--- src/hdl/ewbcs_pkg.sv ---
// ----------------------------------------------------------------------------
// ewbcs_pkg
// Shared types and constants of the equal-width bin counting sort.
// ----------------------------------------------------------------------------
package ewbcs_pkg;

    localparam int VAL_W = 32;
    localparam int BIN_W = 6;
    localparam int POS_W = 16;
    localparam int TABLE_DEPTH = 64;

    // opcodes
    localparam logic [1:0] OP_CLEAR = 2'd0;
    localparam logic [1:0] OP_COUNT = 2'd1;
    localparam logic [1:0] OP_FINAL = 2'd2;
    localparam logic [1:0] OP_PLACE = 2'd3;

    // result status codes
    localparam logic [2:0] ST_OK      = 3'd0;
    localparam logic [2:0] ST_RANGE   = 3'd1;
    localparam logic [2:0] ST_EMPTY   = 3'd2;
    localparam logic [2:0] ST_TOOMANY = 3'd3;
    localparam logic [2:0] ST_FULL    = 3'd4;

    // register indexes
    localparam logic [1:0] REG_MIN  = 2'd0;
    localparam logic [1:0] REG_MAX  = 2'd1;
    localparam logic [1:0] REG_STEP = 2'd2;

    localparam logic [BIN_W-1:0] NAN_MARK = 6'd63;

    typedef struct packed {
        logic [1:0]              op;
        logic signed [VAL_W-1:0] sample;
        logic                    is_nan;
    } cmd_t;

    typedef struct packed {
        logic signed [VAL_W-1:0] min_value;
        logic signed [VAL_W-1:0] max_value;
        logic [VAL_W-1:0]        bin_width;
    } cfg_t;

endpackage

--- src/hdl/ewbcs_front.sv ---
// ----------------------------------------------------------------------------
// ewbcs_front
// Command intake: takes transactions and holds them in a two-entry queue.
// ----------------------------------------------------------------------------
module ewbcs_front
    import ewbcs_pkg::*;
(
    input  logic                    clk,
    input  logic                    rst_n,
    input  logic                    start,
    output logic                    busy,
    input  logic [1:0]              opcode,
    input  logic signed [VAL_W-1:0] sample,
    input  logic                    is_nan,
    output cmd_t                    cmd,
    output logic                    cmd_valid,
    input  logic                    cmd_pop
);

    cmd_t       ent_reg [2];
    logic       wr_ptr_reg;
    logic       rd_ptr_reg;
    logic [1:0] cnt_reg;
    logic       push;
    logic       pop;

    assign busy      = (cnt_reg == 2'd2);
    assign push      = start && !busy;
    assign pop       = cmd_pop && (cnt_reg != 2'd0);
    assign cmd_valid = (cnt_reg != 2'd0);
    assign cmd       = ent_reg[rd_ptr_reg];

    // queue storage
    always_ff @(posedge clk)
    begin
        if (push)
        begin
            ent_reg[wr_ptr_reg].op     <= opcode;
            ent_reg[wr_ptr_reg].sample <= sample;
            // a missing value only matters to count and place
            ent_reg[wr_ptr_reg].is_nan <= is_nan && (opcode != OP_CLEAR)
                                          && (opcode != OP_FINAL);
        end
    end

    // queue pointers
    always_ff @(posedge clk or negedge rst_n)
    begin
        if (!rst_n)
        begin
            wr_ptr_reg <= 1'b0;
            rd_ptr_reg <= 1'b0;
            cnt_reg    <= 2'd0;
        end
        else
        begin
            if (push)
                wr_ptr_reg <= ~wr_ptr_reg;
            if (pop)
                rd_ptr_reg <= ~rd_ptr_reg;
            cnt_reg <= cnt_reg + {1'b0, push} - {1'b0, pop};
        end
    end

`ifndef ASSERT_OFF
    a_no_overflow: assert property (@(posedge clk) disable iff (!rst_n)
        cnt_reg != 2'd3)
        else $error("queue count out of range");
    a_busy_full: assert property (@(posedge clk) disable iff (!rst_n)
        busy |-> cmd_valid)
        else $error("busy with empty queue");
    a_pop_empties: assert property (@(posedge clk) disable iff (!rst_n)
        (cnt_reg == 2'd1 && pop && !push) |=> !cmd_valid)
        else $error("queue not empty after last pop");
`endif

endmodule

--- config.mk ---
export PLATFORM = sky130hd
export DESIGN_NAME = ewbcs_front
export DESIGN_NICKNAME = d
export VERILOG_FILES = /design/src/hdl/ewbcs_pkg.sv /design/src/hdl/ewbcs_front.sv
export SDC_FILE = /design/constraint.sdc
export NUM_CORES = 1
export LEC_CHECK = 0
export ABC_CLOCK_PERIOD_IN_PS = 2300
export BUFFER_PORTS_ARGS = -buffer_cell sky130_fd_sc_hd__buf_2
export CAP_MARGIN = 5
export CORE_MARGIN = 5
export CORE_UTILIZATION = 47
export CTS_CLUSTER_DIAMETER = 60
export DETAILED_ROUTE_END_ITERATION = 6
export HOLD_SLACK_MARGIN = 0.1
export PLACE_DENSITY = 0.75
export SYNTH_ARGS = -nofsm -noshare
export SYNTH_HDL_FRONTEND = slang
export SYNTH_SLANG_ARGS = --single-unit
--- constraint.sdc ---
create_clock -name clk -period 2.3 [get_ports clk]
set_input_delay 0.46 -clock clk [delete_from_list [all_inputs] [get_ports clk]]
set_output_delay 0.46 -clock clk [all_outputs]
set_load 0.01 [all_outputs]
==> results.cfg <==
[run_status]
outcome = complete, no violations

[drt]
dr_total_vias = 1380
firstDrtPassIters = 2
drt_iter0_drc = 47
ant_nets = 0
vias_per_cell = 4.68
drc = 0
wl_um = 4440
routedWlPerCell_um = 15.1

[synth]
synth_top_area_share_pct = 73.5
synth.most_common_cell = edfxtp_1
yosys_register_bits = 74
synth.top_cells.by_area = edfxtp_1, mux2_4, dfrtp_1
yosysTopAreaCell = edfxtp_1
synth_edf_count = 70
synth_top_flop_cell = edfxtp_1
ys_warn_count = 0
ys_async_sr_fraction_pct = 5.41
ys_top_cells_by_count = edfxtp_1, mux2_4, mux2_2
synth_cell_type_count = 16
syn_inst = 128
yosysSeqAreaShare_pct = 77.0
syn_avg_cell_area_um2 = 22.3
synth_area_um2 = 2860
synth_nets = 169

[worst_setup_path]
timing.rr.end = cnt_reg[1]
cpLargestDelayFamily = flip-flops
slowest_delay_ps = 700
critPathSlowestCell = dfrtp_2
r2r-start = cnt_reg[1]
crit_buf_inv = 2
worst-path-max-fanout = 18
required_ps = 1840
r2r_cells = 7
worstPathCellList = buf_12 -> mux2_4 -> buf_2
crit_arrival_ps = 1740
endpoint_kind = primary output
reg2reg_setup_slack_ps = 640
worstSetupPathType = register to primary output
worst_setup_path_start_kind = register

[timing]
timing.hold.ws_ps = 317
max_freq_ghz = 0.455
rsz0062_at_grt = no
drv_slew = 0
setup_viol = 0
final_hold_viol_count = 0
tightest_slew_ps = 525
period_share_pct = 95.6
tns_ps = 0
slew_headroom_pct = 65.0
timing.final.crit_period_ps = 2200
fin_worst_skew_ps = 6.02

[placed_design]
io_buffers = 75
dpl_cell_area_um2 = 3350
gp_congestion = 0.687
hpwl_um = 3100

[finish]
nets = 256
final_area_um2 = 3540
fillCellCount = 444
drive_gt1_share_pct = 58.6
n_antenna_cell = 0
largest_reg_flops = 70
area_growth_pct = 23.7

[grt]
grt_max_degree = 36
grt_pass1_wl_um = 6940
grt_pass1_vias = 1447
grt_antenna_before_repair = 0
grt-ovfl-total = 0
grt_usage_pct = 12.4

[die]
rows = 28
core_area_um2 = 5920
fp.dieH_um = 88.0
ioPinCount = 76
fp.dieW_um = 88.0
die_area_um2 = 7740
start_util_pct = 48.3

[clock_tree]
ctsResizeCount = 0
clk_path_buf_depth = 2
cts_root_buf = clkbuf_8
cts_tree = yes
cts_setup_buffers = 0
cts_inserted_buffers = 9
htree_levels = 3
holdBufCountCts = 1
cts.clk_slew.worst_paths_ps = 70
clk_latency_ps = 330
clock_sinks = 74

[min_path]
holdPathEnd = ent_reg[1][4]
hold_class = input port to register
hold_path_startpoint = sample[3]
min_path_cells = 1

[power]
total_power_w = 0.00436
leakage_nw = 1.44
ir_drop_uv = 907
powerDensity_nw_per_um2 = 1230

[flow_run]
cap_violations = 0
metal layers:
metal	track usage, %	share of wire (%)
met3	4.05	7.9
met4	7.11	1.9
met1	14.2	40
met2	20.3	50
met5	0	0
through the flow:
stage	util [%]	instances	setup slack [ps]
2_1_floorplan	-	128	381
6_report	59.7	295	101
4_1_cts	59.7	295	62.5
3_3_place_gp	56.6	278	436
5_1_grt	59.7	295	16.8
3_5_place_dp	56.6	278	432
logic make-up (layout without fill, tap and decap cells):
group	after synthesis	count (layout)	share of synthesized area (%)
flops	74	74	77.0
mux	35	35	17.6
simple gates	7	7	1.44
buf+inv	6	98	1.84
xor+xnor	4	4	1.23
fa+ha+maj	2	2	0.875
worst max-delay path by stage:
stage,start,end,slack [ps],cells after the start
after global placement,rd_ptr_reg,cmd[33],440,3
after global routing,rd_ptr_reg,cmd[11],20,3
after floorplan,cnt_reg[1],ent_reg[0][0],380,3
final,rd_ptr_reg,cmd[33],100,3
after detailed placement,rd_ptr_reg,cmd[33],430,3
after CTS,rd_ptr_reg,cmd[33],60,3
layout by cell type (no fill, tap or decap), types with 3 or more instances in the layout:
cell / count
buf_2: 75
clkbuf_1: 3
clkbuf_8: 9
dfrtp_1: 3
edfxtp_1: 70
mux2_2: 6
mux2_4: 29
xnor2_1: 3
area by class of cell:
type                            instances  area [um^2]  share of cell area [%]
Sequential cell                        74         2200                    62.3
Inverter                                2         7.51                   0.212
Clock buffer                           12          135                    3.82
Timing Repair Buffer                   80          440                    12.5
Multi-Input combinational cell         48          613                    17.3
Tap cell                               75         93.8                    2.65
Clock inverter                          4         42.5                    1.20
power breakdown:
part / internal [W] / switching, W
registers: 0.00185 / 0.000161
clock network: 0.000494 / 0.000411
logic: 0.000792 / 0.000656
Note: power is estimated with default switching activity, not from simulation.
