<file path="src/hdl/ewbcs_pkg.sv">
// ----------------------------------------------------------------------------
// ewbcs_pkg
// Shared types and constants of the equal-width bin counting sort.
// ----------------------------------------------------------------------------
package ewbcs_pkg;

    localparam int VAL_W = 32;
    localparam int BIN_W = 6;
    localparam int POS_W = 16;
    localparam int TABLE_DEPTH = 64;

    // opcodes
    localparam logic [1:0] OP_CLEAR = 2'd0;
    localparam logic [1:0] OP_COUNT = 2'd1;
    localparam logic [1:0] OP_FINAL = 2'd2;
    localparam logic [1:0] OP_PLACE = 2'd3;

    // result status codes
    localparam logic [2:0] ST_OK      = 3'd0;
    localparam logic [2:0] ST_RANGE   = 3'd1;
    localparam logic [2:0] ST_EMPTY   = 3'd2;
    localparam logic [2:0] ST_TOOMANY = 3'd3;
    localparam logic [2:0] ST_FULL    = 3'd4;

    // register indexes
    localparam logic [1:0] REG_MIN  = 2'd0;
    localparam logic [1:0] REG_MAX  = 2'd1;
    localparam logic [1:0] REG_STEP = 2'd2;

    localparam logic [BIN_W-1:0] NAN_MARK = 6'd63;

    typedef struct packed {
        logic [1:0]              op;
        logic signed [VAL_W-1:0] sample;
        logic                    is_nan;
    } cmd_t;

    typedef struct packed {
        logic signed [VAL_W-1:0] min_value;
        logic signed [VAL_W-1:0] max_value;
        logic [VAL_W-1:0]        bin_width;
    } cfg_t;

endpackage

</file>
<file path="src/hdl/ewbcs_back.sv">
// ----------------------------------------------------------------------------
// ewbcs_back
// Command execution: histogram, prefix sums and slot assignment.
// ----------------------------------------------------------------------------
module ewbcs_back
    import ewbcs_pkg::*;
#(
    parameter int MAX_BINS  = 63,
    parameter int MAX_ITEMS = 65535
)
(
    input  logic             clk,
    input  logic             rst_n,
    input  cfg_t             cfg,
    input  cmd_t             cmd,
    input  logic             cmd_valid,
    output logic             cmd_pop,
    output logic             div_start,
    output logic [VAL_W:0]   dividend,
    input  logic             div_done,
    input  logic [VAL_W:0]   quotient,
    output logic             result_valid,
    output logic [2:0]       status,
    output logic [BIN_W-1:0] bin_index,
    output logic [POS_W-1:0] position,
    output logic             last
);

    localparam logic [3:0] S_IDLE  = 4'd0;
    localparam logic [3:0] S_DEC   = 4'd1;
    localparam logic [3:0] S_DIV1  = 4'd2;
    localparam logic [3:0] S_DIV2  = 4'd3;
    localparam logic [3:0] S_EXE   = 4'd4;
    localparam logic [3:0] S_FRD   = 4'd5;
    localparam logic [3:0] S_FACC  = 4'd6;
    localparam logic [3:0] S_FLAST = 4'd7;

    logic [3:0]       state_reg;
    cmd_t             cmd_reg;
    logic [BIN_W-1:0] ix_reg;
    logic [BIN_W-1:0] idx_reg;
    logic [BIN_W-1:0] nb_reg;
    logic [POS_W-1:0] acc_reg;
    logic [POS_W-1:0] nan_base_reg;
    logic [POS_W-1:0] nan_placed_reg;
    logic [POS_W-1:0] total_reg;
    logic [6:0]       bins_in_use_reg;
    logic             finalized_reg;
    logic [TABLE_DEPTH-1:0] bin_vld_reg;

    // histogram and slot tables
    logic [POS_W-1:0] bin_mem  [TABLE_DEPTH];
    logic [POS_W-1:0] next_mem [TABLE_DEPTH];
    logic [POS_W-1:0] end_mem  [TABLE_DEPTH];
    logic [POS_W-1:0] bin_rd_reg;
    logic             vld_rd_reg;
    logic [POS_W-1:0] next_rd_reg;
    logic [POS_W-1:0] end_rd_reg;

    logic             cfg_empty;
    logic             out_range;
    logic             too_many;
    logic [VAL_W:0]   span;
    logic [VAL_W:0]   offset;
    logic [BIN_W-1:0] rd_addr;
    logic [POS_W-1:0] cnt_eff;
    logic [POS_W:0]   nan_slot;
    logic             count_ok;
    logic             place_ok;
    logic             bin_we;
    logic             next_we;
    logic [BIN_W-1:0] next_waddr;
    logic [POS_W-1:0] next_wdata;
    logic             end_we;

    // configuration checks
    assign cfg_empty = (cfg.min_value >= cfg.max_value) || (cfg.bin_width == '0);
    assign out_range = (cmd_reg.sample < cfg.min_value) || (cmd_reg.sample > cfg.max_value);
    assign span      = {cfg.max_value[VAL_W-1], cfg.max_value}
                       - {cfg.min_value[VAL_W-1], cfg.min_value};
    assign offset    = {cfg.max_value[VAL_W-1], cfg.max_value}
                       - {cmd_reg.sample[VAL_W-1], cmd_reg.sample};
    assign too_many  = (quotient >= (VAL_W+1)'(MAX_BINS));
    assign nan_slot  = {1'b0, nan_base_reg} + {1'b0, nan_placed_reg};

    // divider requests: bin count first, then bin of the value
    assign div_start = (state_reg == S_DEC && !cfg_empty && !cmd_reg.is_nan
                        && cmd_reg.op != OP_CLEAR)
                    || (state_reg == S_DIV1 && div_done && !too_many
                        && cmd_reg.op != OP_FINAL && !out_range);
    assign dividend  = (state_reg == S_DEC) ? span : offset;
    assign cmd_pop   = (state_reg == S_IDLE) && cmd_valid;

    // table access control
    assign rd_addr  = (state_reg == S_DIV2) ? quotient[BIN_W-1:0] : idx_reg;
    assign cnt_eff  = vld_rd_reg ? bin_rd_reg : '0;
    assign count_ok = (total_reg < POS_W'(MAX_ITEMS)) && (bin_rd_reg != '1 || !vld_rd_reg);
    assign place_ok = finalized_reg && ({1'b0, ix_reg} < bins_in_use_reg)
                      && (next_rd_reg < end_rd_reg);
    assign bin_we   = (state_reg == S_EXE) && (cmd_reg.op == OP_COUNT) && count_ok;
    assign end_we   = (state_reg == S_FACC);
    assign next_we  = end_we || ((state_reg == S_EXE) && (cmd_reg.op == OP_PLACE) && place_ok);
    assign next_waddr = end_we ? idx_reg : ix_reg;
    assign next_wdata = end_we ? acc_reg : next_rd_reg + 16'd1;

    // table memories
    always_ff @(posedge clk)
    begin
        if (bin_we)
            bin_mem[ix_reg] <= cnt_eff + 16'd1;
        if (next_we)
            next_mem[next_waddr] <= next_wdata;
        if (end_we)
            end_mem[idx_reg] <= acc_reg + cnt_eff;
        bin_rd_reg  <= bin_mem[rd_addr];
        vld_rd_reg  <= bin_vld_reg[rd_addr];
        next_rd_reg <= next_mem[rd_addr];
        end_rd_reg  <= end_mem[rd_addr];
    end

    // command sequencer
    always_ff @(posedge clk or negedge rst_n)
    begin
        if (!rst_n)
        begin
            state_reg       <= S_IDLE;
            cmd_reg         <= '0;
            ix_reg          <= '0;
            idx_reg         <= '0;
            nb_reg          <= '0;
            acc_reg         <= '0;
            nan_base_reg    <= '0;
            nan_placed_reg  <= '0;
            total_reg       <= '0;
            bins_in_use_reg <= '0;
            finalized_reg   <= 1'b0;
            bin_vld_reg     <= '0;
            result_valid    <= 1'b0;
            status          <= ST_OK;
            bin_index       <= '0;
            position        <= '0;
            last            <= 1'b0;
        end
        else
        begin
            result_valid <= 1'b0;
            status       <= ST_OK;
            bin_index    <= '0;
            position     <= '0;
            last         <= 1'b1;
            unique case (state_reg)
                S_IDLE:
                begin
                    if (cmd_valid)
                    begin
                        cmd_reg   <= cmd;
                        state_reg <= S_DEC;
                    end
                end
                S_DEC:
                begin
                    state_reg <= S_IDLE;
                    unique case (cmd_reg.op)
                        OP_CLEAR:
                        begin
                            bin_vld_reg     <= '0;
                            nan_base_reg    <= '0;
                            nan_placed_reg  <= '0;
                            total_reg       <= '0;
                            bins_in_use_reg <= '0;
                            finalized_reg   <= 1'b0;
                            result_valid    <= 1'b1;
                        end
                        OP_FINAL:
                        begin
                            nan_placed_reg <= '0;
                            if (cfg_empty)
                            begin
                                finalized_reg   <= 1'b1;
                                bins_in_use_reg <= '0;
                                nan_base_reg    <= '0;
                                result_valid    <= 1'b1;
                                status          <= ST_EMPTY;
                            end
                            else
                                state_reg <= S_DIV1;
                        end
                        OP_COUNT, OP_PLACE:
                        begin
                            if (cmd_reg.is_nan)
                            begin
                                result_valid <= 1'b1;
                                bin_index    <= NAN_MARK;
                                if (cmd_reg.op == OP_PLACE)
                                begin
                                    if (!finalized_reg)
                                        status <= ST_TOOMANY;
                                    else if (nan_slot >= (POS_W+1)'(MAX_ITEMS))
                                        status <= ST_FULL;
                                    else
                                    begin
                                        nan_placed_reg <= nan_placed_reg + 16'd1;
                                        position       <= nan_slot[POS_W-1:0];
                                    end
                                end
                            end
                            else if (cfg_empty)
                            begin
                                result_valid <= 1'b1;
                                status       <= ST_EMPTY;
                            end
                            else
                                state_reg <= S_DIV1;
                        end
                        default:
                        begin
                            state_reg <= S_IDLE;
                        end
                    endcase
                end
                S_DIV1:
                begin
                    if (div_done)
                    begin
                        nb_reg <= quotient[BIN_W-1:0] + 6'd1;
                        if (too_many)
                        begin
                            result_valid <= 1'b1;
                            status       <= ST_TOOMANY;
                            state_reg    <= S_IDLE;
                            if (cmd_reg.op == OP_FINAL)
                            begin
                                finalized_reg   <= 1'b0;
                                bins_in_use_reg <= '0;
                            end
                        end
                        else if (cmd_reg.op == OP_FINAL)
                        begin
                            idx_reg   <= '0;
                            acc_reg   <= '0;
                            state_reg <= S_FRD;
                        end
                        else if (out_range)
                        begin
                            result_valid <= 1'b1;
                            status       <= ST_RANGE;
                            state_reg    <= S_IDLE;
                        end
                        else
                            state_reg <= S_DIV2;
                    end
                end
                S_DIV2:
                begin
                    if (div_done)
                    begin
                        ix_reg    <= quotient[BIN_W-1:0];
                        state_reg <= S_EXE;
                    end
                end
                S_EXE:
                begin
                    result_valid <= 1'b1;
                    bin_index    <= ix_reg;
                    state_reg    <= S_IDLE;
                    if (cmd_reg.op == OP_COUNT)
                    begin
                        if (count_ok)
                        begin
                            bin_vld_reg[ix_reg] <= 1'b1;
                            total_reg           <= total_reg + 16'd1;
                            finalized_reg       <= 1'b0;
                            bins_in_use_reg     <= '0;
                        end
                        else
                            status <= ST_FULL;
                    end
                    else
                    begin
                        if (!finalized_reg || ({1'b0, ix_reg} >= bins_in_use_reg))
                            status <= ST_TOOMANY;
                        else if (!place_ok)
                            status <= ST_FULL;
                        else
                            position <= next_rd_reg;
                    end
                end
                S_FRD:
                begin
                    state_reg <= S_FACC;
                end
                S_FACC:
                begin
                    result_valid <= 1'b1;
                    bin_index    <= idx_reg;
                    position     <= acc_reg;
                    last         <= 1'b0;
                    acc_reg      <= acc_reg + cnt_eff;
                    idx_reg      <= idx_reg + 6'd1;
                    if (idx_reg == nb_reg - 6'd1)
                        state_reg <= S_FLAST;
                    else
                        state_reg <= S_FRD;
                end
                S_FLAST:
                begin
                    result_valid    <= 1'b1;
                    bin_index       <= nb_reg;
                    position        <= acc_reg;
                    nan_base_reg    <= acc_reg;
                    bins_in_use_reg <= {1'b0, nb_reg};
                    finalized_reg   <= 1'b1;
                    state_reg       <= S_IDLE;
                end
                default:
                begin
                    state_reg <= S_IDLE;
                end
            endcase
        end
    end

`ifndef ASSERT_OFF
    a_bins_bound: assert property (@(posedge clk) disable iff (!rst_n)
        bins_in_use_reg <= 7'(MAX_BINS))
        else $error("bins in use beyond capacity");
    a_unfinalized_no_bins: assert property (@(posedge clk) disable iff (!rst_n)
        !finalized_reg |-> (bins_in_use_reg == '0))
        else $error("bins in use without finalize");
    a_mid_entry_ok: assert property (@(posedge clk) disable iff (!rst_n)
        (result_valid && !last) |-> (status == ST_OK))
        else $error("intermediate offset entry with error status");
    a_pop_idle: assert property (@(posedge clk) disable iff (!rst_n)
        cmd_pop |=> (state_reg == S_DEC))
        else $error("command taken outside idle");
`endif

endmodule

</file>
<file path="config.mk">
export PLATFORM = sky130hd
export DESIGN_NAME = ewbcs_back
export DESIGN_NICKNAME = d
export VERILOG_FILES = /design/src/hdl/ewbcs_pkg.sv /design/src/hdl/ewbcs_back.sv
export SDC_FILE = /design/constraint.sdc
export NUM_CORES = 2
export LEC_CHECK = 0
export BUFFER_PORTS_ARGS = -buffer_cell sky130_fd_sc_hd__buf_2
export CAP_MARGIN = 0
export CORE_MARGIN = 1
export CORE_UTILIZATION = 65
export CTS_BUF_LIST = sky130_fd_sc_hd__clkbuf_2 sky130_fd_sc_hd__clkbuf_4 sky130_fd_sc_hd__clkbuf_8
export DETAILED_ROUTE_END_ITERATION = 16
export GPL_TIMING_DRIVEN = 0
export PLACE_DENSITY = 0.82
export SLEW_MARGIN = 20
export SYNTH_ARGS = -nofsm -noshare
export SYNTH_HDL_FRONTEND = slang
export SYNTH_SLANG_ARGS = --single-unit
</file>
<file path="constraint.sdc">
create_clock -name clk -period 13.45 [get_ports clk]
set_input_delay 1.345 -clock clk [delete_from_list [all_inputs] [get_ports clk]]
set_output_delay 1.345 -clock clk [all_outputs]
set_load 0.05 [all_outputs]
</file>
==> reports/results.tsv <==
stage	metric	value	unit
worst_setup_path	worst_ep_required_time	12.10	ns
detailed_routing	drc	0	
global_routing	grt_pass1_wl	598300	um
timing	final_max_slew_viol_count	0	
detailed_routing	dr.pass1.iters	9	
detailed_routing	via_per_inst	7.138	
worst_setup_path	cp-end-kind	output port	
place	gp_congestion	1.037	
global_routing	use_met2	59.15	%
synthesis	synthFlopType	edfxtp_1	
cts	cts_max_level	6	
job	maxCapViolations	0	
timing	rsz0062_at_grt	no	
timing	period_needed	6.886	ns
global_routing	gr-usage-met1	50.98	%
synthesis	synth_top_cell_area_share	67.18	%
final_layout	reg_top3	bin_mem x1024, end_mem x1024, next_mem x1024	
detailed_routing	vias	85355	
pwr	ir_drop	0.0001809	V
synthesis	netlist_top_cells_count	edfxtp_1 (3072), mux4_2 (784), nand2_1 (655)	
synthesis	synthesis.nets	8011	
synthesis	syn_area	137300	um^2
worst_setup_path	crit_fanout	4	
die	die-area	213100	um^2
final_layout	fin_area	158200	um^2
worst_setup_path	critPathLaunchType	register	
global_routing	top_usage_layer	met2	
final_layout	fin_cells	11958	
cts	root_buffer	clkbuf_8	
die	pin_count	230	
synthesis	ys_top_cells_by_area	edfxtp_1 (67%), mux4_2 (13%), dfrtp_1 (4.0%)	
global_routing	grt_use_total	40.63	%
place	preCtsSetupSlack	6.699	ns
place	place_area	147900	um^2
worst_setup_path	cpMostUsedCell	o31ai_1	
synthesis	async_flop_share	6.529	%
cts	cts.sinks	3339	
die	die_h	461.6	um
synthesis	synth_seq_area_share	71.86	%
global_routing	gr-total-overflow	0	
timing	finalSetupTns	0	ns
final_layout	synthToLayoutAreaGrowth	15.20	%
synthesis	syn_inst	7684	
timing	fin_crit_sh	51.20	%
synthesis	yosysTopAreaCell	edfxtp_1	
place	place_inst	11017	
die	start_util	65.46	%
die	num_rows	168	
pwr	powerDensity	237.4	nW/um^2
timing	worstMarginPinSlew	1.374	ns
global_routing	use_met3	15.34	%
final_layout	finalNetCount	9080	
cts	hold_buffers	0	
timing	hold_violations	0	
die	fp.dieW	461.6	um
cts	cts_setup_buffers	0	
timing	slew_headroom	8.419	%
timing	finalSetupViolations	0	
run_status	outcome	complete, no violations	
worst_setup_path	critical_path.cell_chain	ha_1 -> fa_1 -> nor2b_1 -> o31a_1 -> o31ai_1 -> o21a_1 -> o21ai_0 -> a21oi_1 -> o31ai_1 -> a211oi_1 -> xor2_1 -> o22ai_1 -> buf_2	
synthesis	ys_warn_count	0	
cts	clkSlewWorstSetupHoldPaths	0.07	ns
synthesis	synth_edf_count	3072	
detailed_routing	antenna_left	0	
worst_setup_path	slowest_delay	0.68	ns
timing	fin_worst_skew	0.1006	ns
worst_setup_path	arrival	5.54	ns
hold_path	hold_path.class	in -> async	
pwr	p_leak	0.05349	uW
final_layout	drive_gt1_share	28.68	%
detailed_routing	wirelength	430200	um
final_layout	fillers	11149	
synthesis	syn_avg_cell_area	17.87	um^2
place	dpl.hpwl	300000	um
detailed_routing	wl_per_cell	35.97	um
synthesis	ys_ff_latch	3339	
cts	cts_buffer_depth	4	
place	portBuffers	229	
die	core_region_area	209800	um^2
cts	cts_resized	0	
timing	worst_slack	6.564	ns
cts	cts_tree	yes	
timing	fmax	145.2	MHz
worst_setup_path	crit_slowest_cell	o31ai_1	
worst_setup_path	crit_type	reg -> out	
global_routing	grt_start_max_net_pins	96	
synthesis	yosysMostFrequentCell	edfxtp_1	
cts	insertion_delay	1.18	ns
global_routing	antenna_found_initial	45	
detailed_routing	drtIter0Drc	14073	
cts	cts_buffers	538	
global_routing	grt_pass1_vias	84025	
synthesis	ys_types	87	
through the flow:
step	hold slack, ns	total power, uW	util (%)
2_1_floorplan	0.4573	21910	-
3_3_place_gp	0.4706	27310	67.68
3_5_place_dp	0.4805	28370	70.48
4_1_cts	0.04154	36840	75.33
5_1_grt	0.1079	38170	75.38
6_report	0.09360	37550	75.41
routing by layer:
layer | share of wire (%) | vias to the layer above
met5 | 0.071 | -
met1 | 32 | 42652
met2 | 44 | 7959
met3 | 15 | 1611
li1 | - | 33089
met4 | 8.0 | 44
critical path: cells and delay by family, from the launching register on:
family	cells	cell delay, ns
compound gates	8	2.56
xor+xnor	1	0.20
fa+ha+maj	2	0.65
buf+inv	1	0.38
flops	1	0.41
simple gates	1	0.19
cell type report:
class / count / area (um^2) / share of cell area, %
antenna: 34 / 85.08 / 0.05378
buffer: 438 / 2286 / 1.445
clock buffer: 728 / 9025 / 5.705
clock inverter: 178 / 1139 / 0.7197
inverter: 126 / 473.0 / 0.2990
multi-input combinational: 3781 / 37470 / 23.68
sequential: 3339 / 98680 / 62.38
tap: 2805 / 3510 / 2.219
timing repair buffer: 529 / 5525 / 3.493
power by group:
part / internal [uW] / total, uW / switching, uW
Clock: 4570 / 8600 / 4030
Sequential: 13300 / 13600 / 304
Combinational: 4980 / 15400 / 10400
Total: 22800 / 37600 / 14700
final timing paths:
path | start | to | slack (ns) | depth (start not counted)
max | cmd_reg[1] | dividend[30] | 6.56 | 13
max in group asynchronous | rst_n | bin_vld_reg[51] | 12.41 | 2
min reg2reg | bin_vld_reg[48] | bin_vld_reg[48] | 0.49 | 2
min in group clk | cmd[29] | cmd_reg[29] | 0.38 | 3
max reg2reg | state_reg[2] | next_rd_reg[0] | 7.51 | 14
min | rst_n | nan_placed_reg[13] | 0.09 | 1
placed cells by master (no fill, tap or decap), types with 116 or more instances in the layout:
cell type	count
a211oi_1	251
a21oi_1	274
a31oi_1	116
and2_1	215
buf_2	316
buf_6	163
clkbuf_1	220
clkbuf_4	159
clkbuf_8	569
dfrtp_1	218
edfxtp_1	3072
ha_1	152
inv_1	124
mux4_2	784
nand2_1	654
nor2_1	191
nor2_2	121
o21ai_0	125
cells by family after synthesis:
group / synth area share, %
muxes: 13.17
DFF: 71.86
AOI/OAI and AO/OA: 5.560
adders and majority gates: 1.476
and+or+nand+nor: 5.186
buffers and inverters: 1.980
xor gates and xnor gates: 0.7654
(Power assumes the default switching activity.)
