$ cat src/hdl/ewbcs_pkg.sv
// ----------------------------------------------------------------------------
// ewbcs_pkg
// Shared types and constants of the equal-width bin counting sort.
// ----------------------------------------------------------------------------
package ewbcs_pkg;

    localparam int VAL_W = 32;
    localparam int BIN_W = 6;
    localparam int POS_W = 16;
    localparam int TABLE_DEPTH = 64;

    // opcodes
    localparam logic [1:0] OP_CLEAR = 2'd0;
    localparam logic [1:0] OP_COUNT = 2'd1;
    localparam logic [1:0] OP_FINAL = 2'd2;
    localparam logic [1:0] OP_PLACE = 2'd3;

    // result status codes
    localparam logic [2:0] ST_OK      = 3'd0;
    localparam logic [2:0] ST_RANGE   = 3'd1;
    localparam logic [2:0] ST_EMPTY   = 3'd2;
    localparam logic [2:0] ST_TOOMANY = 3'd3;
    localparam logic [2:0] ST_FULL    = 3'd4;

    // register indexes
    localparam logic [1:0] REG_MIN  = 2'd0;
    localparam logic [1:0] REG_MAX  = 2'd1;
    localparam logic [1:0] REG_STEP = 2'd2;

    localparam logic [BIN_W-1:0] NAN_MARK = 6'd63;

    typedef struct packed {
        logic [1:0]              op;
        logic signed [VAL_W-1:0] sample;
        logic                    is_nan;
    } cmd_t;

    typedef struct packed {
        logic signed [VAL_W-1:0] min_value;
        logic signed [VAL_W-1:0] max_value;
        logic [VAL_W-1:0]        bin_width;
    } cfg_t;

endpackage

$ cat src/hdl/ewbcs_div.sv
// ----------------------------------------------------------------------------
// ewbcs_div
// Restoring divider, one quotient bit per cycle, 33 bit by 32 bit.
// ----------------------------------------------------------------------------
module ewbcs_div
    import ewbcs_pkg::*;
(
    input  logic             clk,
    input  logic             rst_n,
    input  logic             div_start,
    input  logic [VAL_W:0]   dividend,
    input  logic [VAL_W-1:0] divisor,
    output logic             div_done,
    output logic [VAL_W:0]   quotient
);

    logic [VAL_W:0]   dvd_reg;
    logic [VAL_W:0]   rem_reg;
    logic [VAL_W-1:0] dsr_reg;
    logic [5:0]       cnt_reg;
    logic             run_reg;
    logic             done_reg;
    logic [VAL_W:0]   rem_s;
    logic             ge;

    // one restoring step
    assign rem_s    = {rem_reg[VAL_W-1:0], dvd_reg[VAL_W]};
    assign ge       = (rem_s >= {1'b0, dsr_reg});
    assign div_done = done_reg;
    assign quotient = dvd_reg;

    // operand and partial remainder
    always_ff @(posedge clk)
    begin
        if (div_start)
        begin
            dvd_reg <= dividend;
            dsr_reg <= divisor;
            rem_reg <= '0;
        end
        else if (run_reg)
        begin
            rem_reg <= ge ? (rem_s - {1'b0, dsr_reg}) : rem_s;
            dvd_reg <= {dvd_reg[VAL_W-1:0], ge};
        end
    end

    // step counter
    always_ff @(posedge clk or negedge rst_n)
    begin
        if (!rst_n)
        begin
            run_reg  <= 1'b0;
            done_reg <= 1'b0;
            cnt_reg  <= '0;
        end
        else
        begin
            done_reg <= 1'b0;
            if (div_start)
            begin
                run_reg <= 1'b1;
                cnt_reg <= '0;
            end
            else if (run_reg)
            begin
                cnt_reg <= cnt_reg + 6'd1;
                if (cnt_reg == 6'(VAL_W))
                begin
                    run_reg  <= 1'b0;
                    done_reg <= 1'b1;
                end
            end
        end
    end

`ifndef ASSERT_OFF
    a_done_after_run: assert property (@(posedge clk) disable iff (!rst_n)
        div_done |-> !run_reg)
        else $error("divider done while running");
    a_cnt_bound: assert property (@(posedge clk) disable iff (!rst_n)
        run_reg |-> (cnt_reg <= 6'(VAL_W)))
        else $error("divider step count overrun");
    a_done_pulse: assert property (@(posedge clk) disable iff (!rst_n)
        div_done |=> !div_done)
        else $error("divider done longer than one cycle");
`endif

endmodule

$ cat config.mk
export PLATFORM = sky130hd
export DESIGN_NAME = ewbcs_div
export DESIGN_NICKNAME = d
export VERILOG_FILES = /design/src/hdl/ewbcs_pkg.sv /design/src/hdl/ewbcs_div.sv
export SDC_FILE = /design/constraint.sdc
export NUM_CORES = 1
export LEC_CHECK = 0
export BUFFER_PORTS_ARGS = -buffer_cell sky130_fd_sc_hd__buf_2
export CORE_MARGIN = 1.5
export CORE_UTILIZATION = 46
export CTS_CLUSTER_DIAMETER = 40
export DETAILED_ROUTE_END_ITERATION = 6
export GPL_ROUTABILITY_DRIVEN = 0
export MAX_ROUTING_LAYER = met4
export PLACE_DENSITY = 0.74
export SYNTH_ARGS = -nofsm -noshare
export SYNTH_HDL_FRONTEND = slang
export SYNTH_SLANG_ARGS = --single-unit
export TNS_END_PERCENT = 10
$ cat constraint.sdc
create_clock -name clk -period 5.3 [get_ports clk]
set_clock_uncertainty 0.2 [all_clocks]
set_input_delay 0.53 -clock clk [delete_from_list [all_inputs] [get_ports clk]]
set_output_delay 0.53 -clock clk [all_outputs]
set_load 0.02 [all_outputs]
==> flow_metrics.py, run 1 <==
metrics = {
    "yosys": {
        "synth-edff-count": 65,
        "syn_area_sq_um": 6450,
        "synth_nets": 756,
        "synth_cell_types": 75,
        "async_reset_ff_frac": 0.0762,
        "ys.flop_type": "edfxtp_1",
        "synth_top_area_frac": 0.303,
        "ys_top_cells_by_area": "edfxtp_1 (30%), dfxtp_1 (9.9%), ha_1 (6.6%)",
        "ys_seq_elements": 105,
        "yosysSeqAreaShare": 0.433,
        "synthCells": 653,
        "syn_avg_cell_area_sq_um": 9.88,
        "yosys_warnings": 0,
        "synth_top_area_cell": "edfxtp_1",
    },
    "critical_path": {
        "r2r_slack_ns": 1.87,
        "start_kind": "flop",
        "critical_path_class": "reg -> reg",
        "worstReg2RegStart": "dsr_reg[20]$_DFFE_PP_",
        "end_kind": "flop",
        "r2r-end": "quotient[0]$_DFFE_PP_",
        "cp_max_fo": 33,
        "worst_r2r_path_depth": 10,
        "required_ns": 5.22,
        "arrival_ns": 3.35,
    },
    "status": {
        "run_status": "finished, final reports clean",
    },
    "layout": {
        "syn_to_final_growth_pct": 13.2,
        "drive_gt1_frac": 0.244,
        "diodes": 0,
        "largest_reg_flops": 33,
        "nNetsFinal": 832,
    },
    "detailed_routing": {
        "vias_per_cell": 5.85,
        "drt_wl_total_microns": 15200,
        "drtAntennaViolNets": 0,
        "drtIter0Drc": 390,
        "num_vias": 5349,
        "avgRoutedWirePerCell_microns": 16.7,
        "dr.pass1.iters": 5,
        "drc": 0,
    },
    "floorplan": {
        "core_area_sq_um": 13800,
        "fp.dieH_microns": 121,
        "die_x_microns": 121,
        "std_cell_rows": 43,
        "ioPinCount": 102,
        "initial_core_util": 0.468,
        "die_area_sq_um": 14700,
    },
    "pwr": {
        "p_leak_nw": 3.09,
        "ir_worst_vdd_mv": 0.255,
        "power.density_nw_per_um2": 466,
    },
    "global_route": {
        "grt_start_max_net_pins": 54,
        "antenna_found_initial": 0,
        "grt_pass1_vias": 5162,
        "overflow": 0,
        "track_usage": 0.219,
        "grt_pass1_wl_microns": 24700,
    },
    "clocking": {
        "path_clk_slew_ns": 0.08,
        "htreeDepth": 3,
        "cts-root-buf": "clkbuf_16",
        "clockBufferDepth": 2,
        "cts_tree": "yes",
        "worstSkewPairLatency_ns": 0.36,
        "post_cts_resized": 0,
        "numCtsBuffers": 9,
        "clock-sinks": 105,
    },
    "timing": {
        "finalSetupViolations": 0,
        "fin_hold_ws_ns": 0.134,
        "finalCritPeriodShare": 0.648,
        "final_hold_viol_count": 0,
        "clock.fmax_mhz": 291,
        "maxSlewHeadroom": 0.165,
        "setup-tns-final_ns": 0,
        "fin_crit_ns": 3.43,
        "worst_slew_pin_slew_ns": 1.25,
        "rsz0062_at_grt": "false",
        "slew_violations": 0,
    },
    "place": {
        "dpl.hpwl_microns": 10900,
        "port_buffers": 101,
    },
    "hold_path": {
        "whs_endpoint": "dsr_reg[29]$_DFFE_PP_",
        "hold_class": "in -> reg",
        "timing.hold.worst.start": "divisor[29]",
        "hold_depth": 1,
    },
    "job": {
        "drv_cap": 0,
    },
}
-- worst max-delay path, cell delays in order (launching register included) --
cell and delay (ns):
edfxtp_1 0.33, inv_1 0.04, ha_1 0.39, a21o_1 0.27, o21bai_4 0.19, nor3_2 0.18
nand3_2 0.10, and3_4 0.20, o21ai_4 0.73, nand2_1 0.23, mux2_2 0.31
-- cells in the mapped netlist, types with 5 or more instances --
master,number
buf_2,11
mux2_2,33
a21o_1,12
edfxtp_1,65
dfrtp_1,8
o21bai_1,6
inv_1,44
a311oi_1,21
nor3_1,8
nand3_1,30
a21oi_1,32
o22ai_1,5
dfxtp_1,32
and3_1,5
o21ai_0,22
buf_6,6
xnor2_1,16
o21a_1,5
a211oi_1,5
o21ai_1,18
clkbuf_1,20
nand2_1,42
nor2_1,56
ha_1,34
xor2_1,12
nand4_1,14
-- cell type report --
| cell class | instances | area [sq um] |
|---|---|---|
| inverter | 44 | 165 |
| fill | 1284 | 6470 |
| clock buffer | 9 | 225 |
| tap | 180 | 225 |
| multi-input combinational | 464 | 3280 |
| clock inverter | 7 | 70.1 |
| sequential | 105 | 2790 |
| timing repair buffer | 105 | 541 |
-- power breakdown --
part           total [mW]  internal (mW)  switching (mW)
logic                1.59          0.624           0.967
clock network       0.669          0.333           0.336
registers            1.14           1.03           0.108
total                3.40           1.99            1.41
-- per-stage QoR --
stage          utilization  setup slack [ns]  std cells  cell area [sq um]  power [mW]
2_1_floorplan            -              2.57        653               6450        2.38
3_3_place_gp         0.508              1.97        897               7000        2.68
3_5_place_dp         0.508              1.89        897               7000        2.71
4_1_cts              0.530              1.84        914               7300        3.39
5_1_grt              0.530              1.64        914               7300        3.61
6_report             0.530              1.87        914               7300        3.40
-- cell families after synthesis --
| family | count (synthesis) | synth area share |
|---|---|---|
| AOI/OAI and AO/OA | 174 | 0.193 |
| xor gates and xnor gates | 28 | 0.0380 |
| adders and majority gates | 35 | 0.0691 |
| buffers and inverters | 84 | 0.0586 |
| DFF | 105 | 0.433 |
| muxes | 37 | 0.0638 |
| and+or+nand+nor | 190 | 0.145 |
-- worst max-delay path by stage --
stage / startpoint / to
after detailed placement: dsr_reg[20]$_DFFE_PP_ / quotient[0]$_DFFE_PP_
after CTS: dsr_reg[1]$_DFFE_PP_ / quotient[0]$_DFFE_PP_
after floorplan: quotient[32]$_DFFE_PP_ / rem_reg[20]$_SDFFE_PP0P_
after global placement: dsr_reg[20]$_DFFE_PP_ / quotient[0]$_DFFE_PP_
final: dsr_reg[20]$_DFFE_PP_ / quotient[0]$_DFFE_PP_
after global routing: dsr_reg[16]$_DFFE_PP_ / quotient[0]$_DFFE_PP_
-- layer usage --
metal,GRT usage,routed length (microns)
met1,0.286,7020
met2,0.341,6980
met3,0.0442,951
met4,0.0713,276
met5,-,0
-- cell usage in the layout (no fill, tap or decap), types with 5 or more instances in the layout --
cell type  netlist  final
a211oi_1         5      5
a21o_1          12     12
a21oi_1         32     32
a311oi_1        21     21
and3_1           5      5
buf_2           11    100
clkbuf_16        0      9
dfrtp_1          8      8
dfxtp_1         32     32
edfxtp_1        65     65
ha_1            34     34
inv_1           44     44
mux2_2          33     33
nand2_1         42     42
nand3_1         30     30
nand4_1         14     14
nor2_1          56     55
nor3_1           8      8
o21a_1           5      5
o21ai_0         22     22
o21ai_1         18     18
o21bai_1         6      6
o22ai_1          5      5
xnor2_1         16     16
xor2_1          12     12
-- repair_timing --
action                                 4_1_cts  5_1_grt
buffers inserted                             0        0
hold buffers                                 1        0
endpoints found under the hold margin        8        0
No activity file was read; power rests on OpenSTA's default activity.
==> run 2: changes to the inputs <==
- PLACE_DENSITY: 0.74 -> 0.77
- clock period: 5.3 -> 2.89 ns (I/O delays scaled with it)
==> run 2 against run 1 <==
Via count grew 5.4%. Wire length grew 8.3%. Sequential power grew 85%. Utilization grew 7.2 points. Non-clock buffer count grew 85. Clock-buffer cell count grew 2. Clock power grew 87%. Critical endpoint unchanged. Highest routed layer unchanged.
==> flow_metrics.py, run 2 (synthesis gave the netlist of run 1 again) <==
metrics = {
    "status": {
        "run_status": "finished, final reports clean",
    },
    "clocking": {
        "cts-root-buf": "clkbuf_16",
        "path_clk_slew_ns": 0.08,
        "clock-sinks": 105,
        "numCtsBuffers": 9,
        "cts_tree": "yes",
        "worstSkewPairLatency_ns": 0.37,
        "htreeDepth": 3,
        "clockBufferDepth": 2,
    },
    "hold_path": {
        "hold_depth": 2,
        "hold_class": "in -> reg",
    },
    "floorplan": {
        "ioPinCount": 102,
        "core_area_sq_um": 13800,
        "die_area_sq_um": 14700,
        "initial_core_util": 0.468,
        "fp.dieH_microns": 121,
        "die_x_microns": 121,
        "std_cell_rows": 43,
    },
    "critical_path": {
        "worst_r2r_path_depth": 10,
        "crit_cells": 10,
        "r2r-end": "quotient[0]$_DFFE_PP_",
        "crit_slowest_cell": "a221o_1",
        "cp_max_fo": 7,
        "required_ns": 2.81,
        "crit_family": "compound AO/OA/AOI/OAI gates",
        "arrival_ns": 2.80,
        "worstReg2RegStart": "dsr_reg[11]$_DFFE_PP_",
        "r2r_slack_ns": 0.004,
        "critPathBufInv": 1,
        "start_kind": "flop",
        "path_cells": "inv_1 > ha_1 > nand4_1 > nor4_4 > a21oi_1 > o21ai_1 > a221o_1 > o21ai_4 > nand2_1 > mux2_2",
        "critical_path_class": "reg -> reg",
        "slowest_delay_ns": 0.39,
        "end_kind": "flop",
        "critPathLaunch": "dsr_reg[11]$_DFFE_PP_",
        "crit_end": "quotient[0]$_DFFE_PP_",
    },
    "layout": {
        "final_cell_mix": "buf_2 (100), edfxtp_1 (65), nor2_1 (54), buf_4 (52), nand2_1 (42)",
        "drive_gt1_frac": 0.321,
        "syn_to_final_growth_pct": 28.7,
        "layout_commonest_cell": "buf_2",
        "fillCellCount": 1204,
        "largest_reg_flops": 33,
        "diodes": 0,
        "nNetsFinal": 917,
        "finalInstanceArea_sq_um": 8300,
        "instances_no_fill": 999,
    },
    "timing": {
        "fin_crit_ns": 2.89,
        "final_hold_viol_count": 0,
        "finalCritPeriodShare": 0.999,
        "fin_hold_ws_ns": 0.0184,
        "clock.fmax_mhz": 346,
        "finalSetupViolations": 0,
        "maxSlewHeadroom": 0.342,
        "worst_slew_pin_slew_ns": 0.983,
        "rsz0062_at_grt": "true",
        "slew_violations": 0,
    },
    "job": {
        "drv_cap": 0,
    },
    "detailed_routing": {
        "vias_per_cell": 5.64,
        "num_vias": 5638,
        "drtAntennaViolNets": 0,
        "drt_wl_total_microns": 16500,
        "drtIter0Drc": 490,
        "avgRoutedWirePerCell_microns": 16.5,
        "drc": 0,
        "dr.pass1.iters": 5,
    },
    "global_route": {
        "overflow": 0,
        "antenna_found_initial": 0,
        "grt_pass1_wl_microns": 26800,
        "track_usage": 0.238,
        "grt_pass1_vias": 5470,
        "grt_start_max_net_pins": 54,
    },
    "pwr": {
        "p_switching_mw": 2.76,
        "p_leak_nw": 3.52,
        "pwr-share-clk": 0.181,
        "p_sw_frac": 0.398,
        "p_comb_frac": 0.514,
        "ir_worst_vdd_mv": 0.577,
        "internal-power_mw": 4.17,
        "power.density_nw_per_um2": 835,
        "pwr-share-seq": 0.305,
    },
    "place": {
        "place_inst": 938,
        "dpl.hpwl_microns": 11600,
        "placed_area_sq_um": 7320,
        "port_buffers": 101,
    },
}
## run 2: cell types whose count changed in the layout (fill, tap and decap cells not counted), sizes merged
| cell | delta |
|---|---|
| clkinvlp | +1 |
| bufinv | +1 |
| buf | +51 |
| clkinv | -2 |
| clkbuf | +4 |
| inv | -2 |
| dlygate4sd3 | +32 |
## run 2: worst min path at each step
stage                            start                      to  slack, ns
final                     dividend[31]  quotient[31]$_DFFE_PP_       0.02
after global routing      dividend[26]  quotient[26]$_DFFE_PP_       0.01
after CTS                 dividend[24]  quotient[24]$_DFFE_PP_       0.01
after detailed placement         rst_n  cnt_reg[3]$_DFFE_PN0P_      -0.06
after global placement           rst_n  cnt_reg[3]$_DFFE_PN0P_      -0.06
after floorplan                  rst_n  cnt_reg[0]$_DFFE_PN0P_      -0.21
## run 2: per-layer routing
metal,up-vias,part of all wire,track usage
li1,2735,-,-
met1,2672,0.46,0.308
met2,205,0.46,0.375
met3,26,0.064,0.0583
met4,0,0.019,0.0618
met5,-,0,-
## run 2: metrics by stage
stage | setup slack, ns | util | power, mW | TNS (ns)
3_3_place_gp | 0.00420 | 0.531 | 5.21 | 0
5_1_grt | -0.109 | 0.602 | 7.36 | -1.57
2_1_floorplan | 0.161 | - | 4.37 | 0
3_5_place_dp | -0.0177 | 0.531 | 5.26 | -0.0177
4_1_cts | -0.00145 | 0.577 | 6.57 | -0.00145
6_report | 0.00372 | 0.602 | 6.92 | 0
## run 2: worst reg2reg max path, stage by stage, from the launching register on
cell and delay, ns:
edfxtp_1 0.37, inv_1 0.08, ha_1 0.31, nand4_1 0.21, nor4_4 0.08, a21oi_1 0.15, o21ai_1 0.08, a221o_1 0.39
o21ai_4 0.27, nand2_1 0.18, mux2_2 0.34
## run 2: layout make-up
| class | instances | area [sq um] | share of cell area |
|---|---|---|---|
| multi-input combinational | 464 | 3500 | 0.421 |
| sequential | 105 | 2790 | 0.337 |
| timing repair buffer | 190 | 1320 | 0.159 |
| clock buffer | 11 | 233 | 0.0280 |
| tap | 180 | 225 | 0.0271 |
| inverter | 44 | 165 | 0.0199 |
| clock inverter | 5 | 63.8 | 0.00769 |
## run 2: power by group through the flow
stage               Sequential (mW)  Clock, mW  Combinational (mW)
finish                         2.11       1.25                3.56
global route                   2.15       1.33                3.88
CTS                            2.09       1.28                3.20
detailed placement             2.12          0                3.14
global placement               2.11          0                3.10
floorplan                      2.15          0                2.23
## run 2: timing repair
| item | 4_1_cts | 5_1_grt |
|---|---|---|
| setup buffers | 0 | 10 |
| setup endpoints to repair | 5 | 32 |
| hold endpoints to repair | 40 | 0 |
| hold buffers | 33 | 0 |
| gates cloned | 0 | 2 |
| resized for setup | 3 | 49 |
| pin swaps | 3 | 24 |
==> run 3: changes to the inputs <==
- REMOVE_ABC_BUFFERS: default -> 1
==> run 3 against run 2 <==
Wire length is 1.6% higher. Sequential power is essentially flat. Worst setup slack improved by 0.038 ns. Critical path type unchanged. Critical endpoint unchanged. Largest cell class unchanged. Largest power group unchanged. Highest routed layer unchanged.
==> flow_metrics.py, run 3 (synthesis gave the netlist of run 1 again) <==
metrics = {
    "status": {
        "run_status": "finished, final reports clean",
    },
    "pwr": {
        "power.density_nw_per_um2": 837,
        "ir_worst_vdd_mv": 0.494,
        "power.total_mw": 7.19,
        "p_leak_nw": 3.59,
    },
    "floorplan": {
        "initial_core_util": 0.468,
        "std_cell_rows": 43,
        "fp.dieH_microns": 121,
        "ioPinCount": 102,
        "die_area_sq_um": 14700,
        "core_area_sq_um": 13800,
        "die_x_microns": 121,
    },
    "detailed_routing": {
        "drc": 0,
        "vias_per_cell": 5.70,
        "drtIter0Drc": 387,
        "drtAntennaViolNets": 0,
        "avgRoutedWirePerCell_microns": 16.7,
        "dr.pass1.iters": 5,
        "drt_wl_total_microns": 16800,
        "num_vias": 5733,
    },
    "layout": {
        "final_cell_mix": "buf_2 (100), edfxtp_1 (65), buf_4 (55), nor2_1 (54), nand2_1 (40)",
        "layout_commonest_cell": "buf_2",
        "finalInstanceArea_sq_um": 8590,
        "largest_reg_flops": 33,
        "drive_gt1_frac": 0.355,
        "diodes": 0,
        "final_util": 0.624,
        "syn_to_final_growth_pct": 33.2,
        "nNetsFinal": 924,
    },
    "global_route": {
        "grt_start_max_net_pins": 99,
        "track_usage": 0.235,
        "grt_pass1_wl_microns": 26500,
        "grt_pass1_vias": 5521,
        "antenna_found_initial": 0,
        "overflow": 0,
    },
    "hold_path": {
        "hold_class": "in -> reg",
        "timing.hold.worst.start": "dividend[4]",
        "whs_endpoint": "quotient[4]$_DFFE_PP_",
        "hold_depth": 2,
    },
    "timing": {
        "fin_ws_ns": 0.0415,
        "clock.fmax_mhz": 351,
        "fin_crit_ns": 2.85,
        "finalCritPeriodShare": 0.986,
        "maxSlewHeadroom": 0.644,
        "slew_violations": 0,
        "rsz0062_at_grt": "true",
        "final_hold_viol_count": 0,
        "finalSetupViolations": 0,
        "worst_slew_pin_slew_ns": 0.533,
    },
    "critical_path": {
        "r2r-end": "quotient[0]$_DFFE_PP_",
        "arrival_ns": 2.77,
        "r2r_slack_ns": 0.04,
        "required_ns": 2.81,
        "worst_r2r_path_depth": 11,
        "worstReg2RegStart": "dsr_reg[22]$_DFFE_PP_",
        "critical_path_class": "reg -> reg",
        "cp_max_fo": 6,
        "start_kind": "flop",
        "end_kind": "flop",
    },
    "place": {
        "preCtsSetupSlack_ns": -0.125,
        "port_buffers": 101,
        "dpl.hpwl_microns": 11500,
        "placed_area_sq_um": 7410,
    },
    "clocking": {
        "cts_tree": "yes",
        "worstSkewPairLatency_ns": 0.36,
        "clockBufferDepth": 2,
        "htreeDepth": 3,
        "path_clk_slew_ns": 0.08,
        "cts-root-buf": "clkbuf_16",
        "clock-sinks": 105,
        "numCtsBuffers": 9,
    },
    "job": {
        "drv_cap": 0,
    },
}
==> run 3: cell count changes in the layout (fill, tap and decap cells not counted), moves of 3 or more <==
cell / previous run / this run
inv_1: 41 / 35
nand3_1: 30 / 27
ha_4: 7 / 17
ha_1: 22 / 14
inv_2: 3 / 9
buf_4: 52 / 55
nand3_2: 1 / 4
buf_6: 0 / 3
==> run 3: power breakdown <==
part | internal [mW] | switching (mW) | leakage (nW)
registers | 1.89 | 0.250 | 1.03
clock network | 0.717 | 0.602 | 0.155
logic | 1.73 | 2.00 | 2.41
total | 4.34 | 2.86 | 3.59
==> run 3: cell type report <==
type | instances | area [sq um]
Multi-Input combinational cell | 464 | 3680
Tap cell | 180 | 225
Sequential cell | 105 | 2790
Timing Repair Buffer | 197 | 1400
Fill cell | 1128 | 5180
Clock inverter | 6 | 85.1
Inverter | 44 | 165
Clock buffer | 10 | 239
==> run 3: how the worst max path moves through the flow <==
| stage | startpoint | end | slack [ns] | depth (start not counted) |
|---|---|---|---|---|
| finish | dsr_reg[22]$_DFFE_PP_ | quotient[0]$_DFFE_PP_ | 0.04 | 11 |
| global route | dsr_reg[22]$_DFFE_PP_ | rem_reg[13]$_SDFFE_PP0P_ | -0.06 | 12 |
| CTS | dsr_reg[15]$_DFFE_PP_ | rem_reg[17]$_SDFFE_PP0P_ | 0.006 | 11 |
| detailed placement | dsr_reg[16]$_DFFE_PP_ | rem_reg[17]$_SDFFE_PP0P_ | -0.13 | 11 |
| global placement | dsr_reg[16]$_DFFE_PP_ | rem_reg[20]$_SDFFE_PP0P_ | -0.02 | 11 |
| floorplan | dsr_reg[20]$_DFFE_PP_ | quotient[0]$_DFFE_PP_ | -0.07 | 10 |
==> run 3: timing repair <==
item | in CTS | in global routing
pin swaps | 4 | 30
setup buffers | 2 | 3
hold buffers | 33 | 0
gates cloned | 0 | 3
hold endpoints to repair | 40 | 0
endpoints found under the setup margin | 19 | 32
gates resized for setup | 9 | 63
==> run 3: per-stage QoR <==
step,instances,hold WS (ns),setup TNS [ns]
global route,1006,0.0122,-0.519
detailed placement,949,-0.0606,-0.573
global placement,949,-0.0603,-0.0283
finish,1006,0.0219,0
floorplan,613,-0.207,-0.0662
CTS,1000,0.0106,0
==> run 3: worst max-delay path: stages, from the launching register on <==
cell and delay (ns):
edfxtp_1 0.38, inv_2 0.09, ha_4 0.20, nand4_1 0.21
nor4_4 0.09, a21oi_1 0.16, o21ai_1 0.08, a221o_1 0.41
o21ai_4 0.23, buf_12 0.17, nand2_2 0.09, mux2_2 0.27
==> run 3: metal layers <==
metal / share of wire / GRT usage
met4: 0.030 / 0.0787
met2: 0.45 / 0.363
met5: 0 / -
met3: 0.078 / 0.0484
met1: 0.44 / 0.309
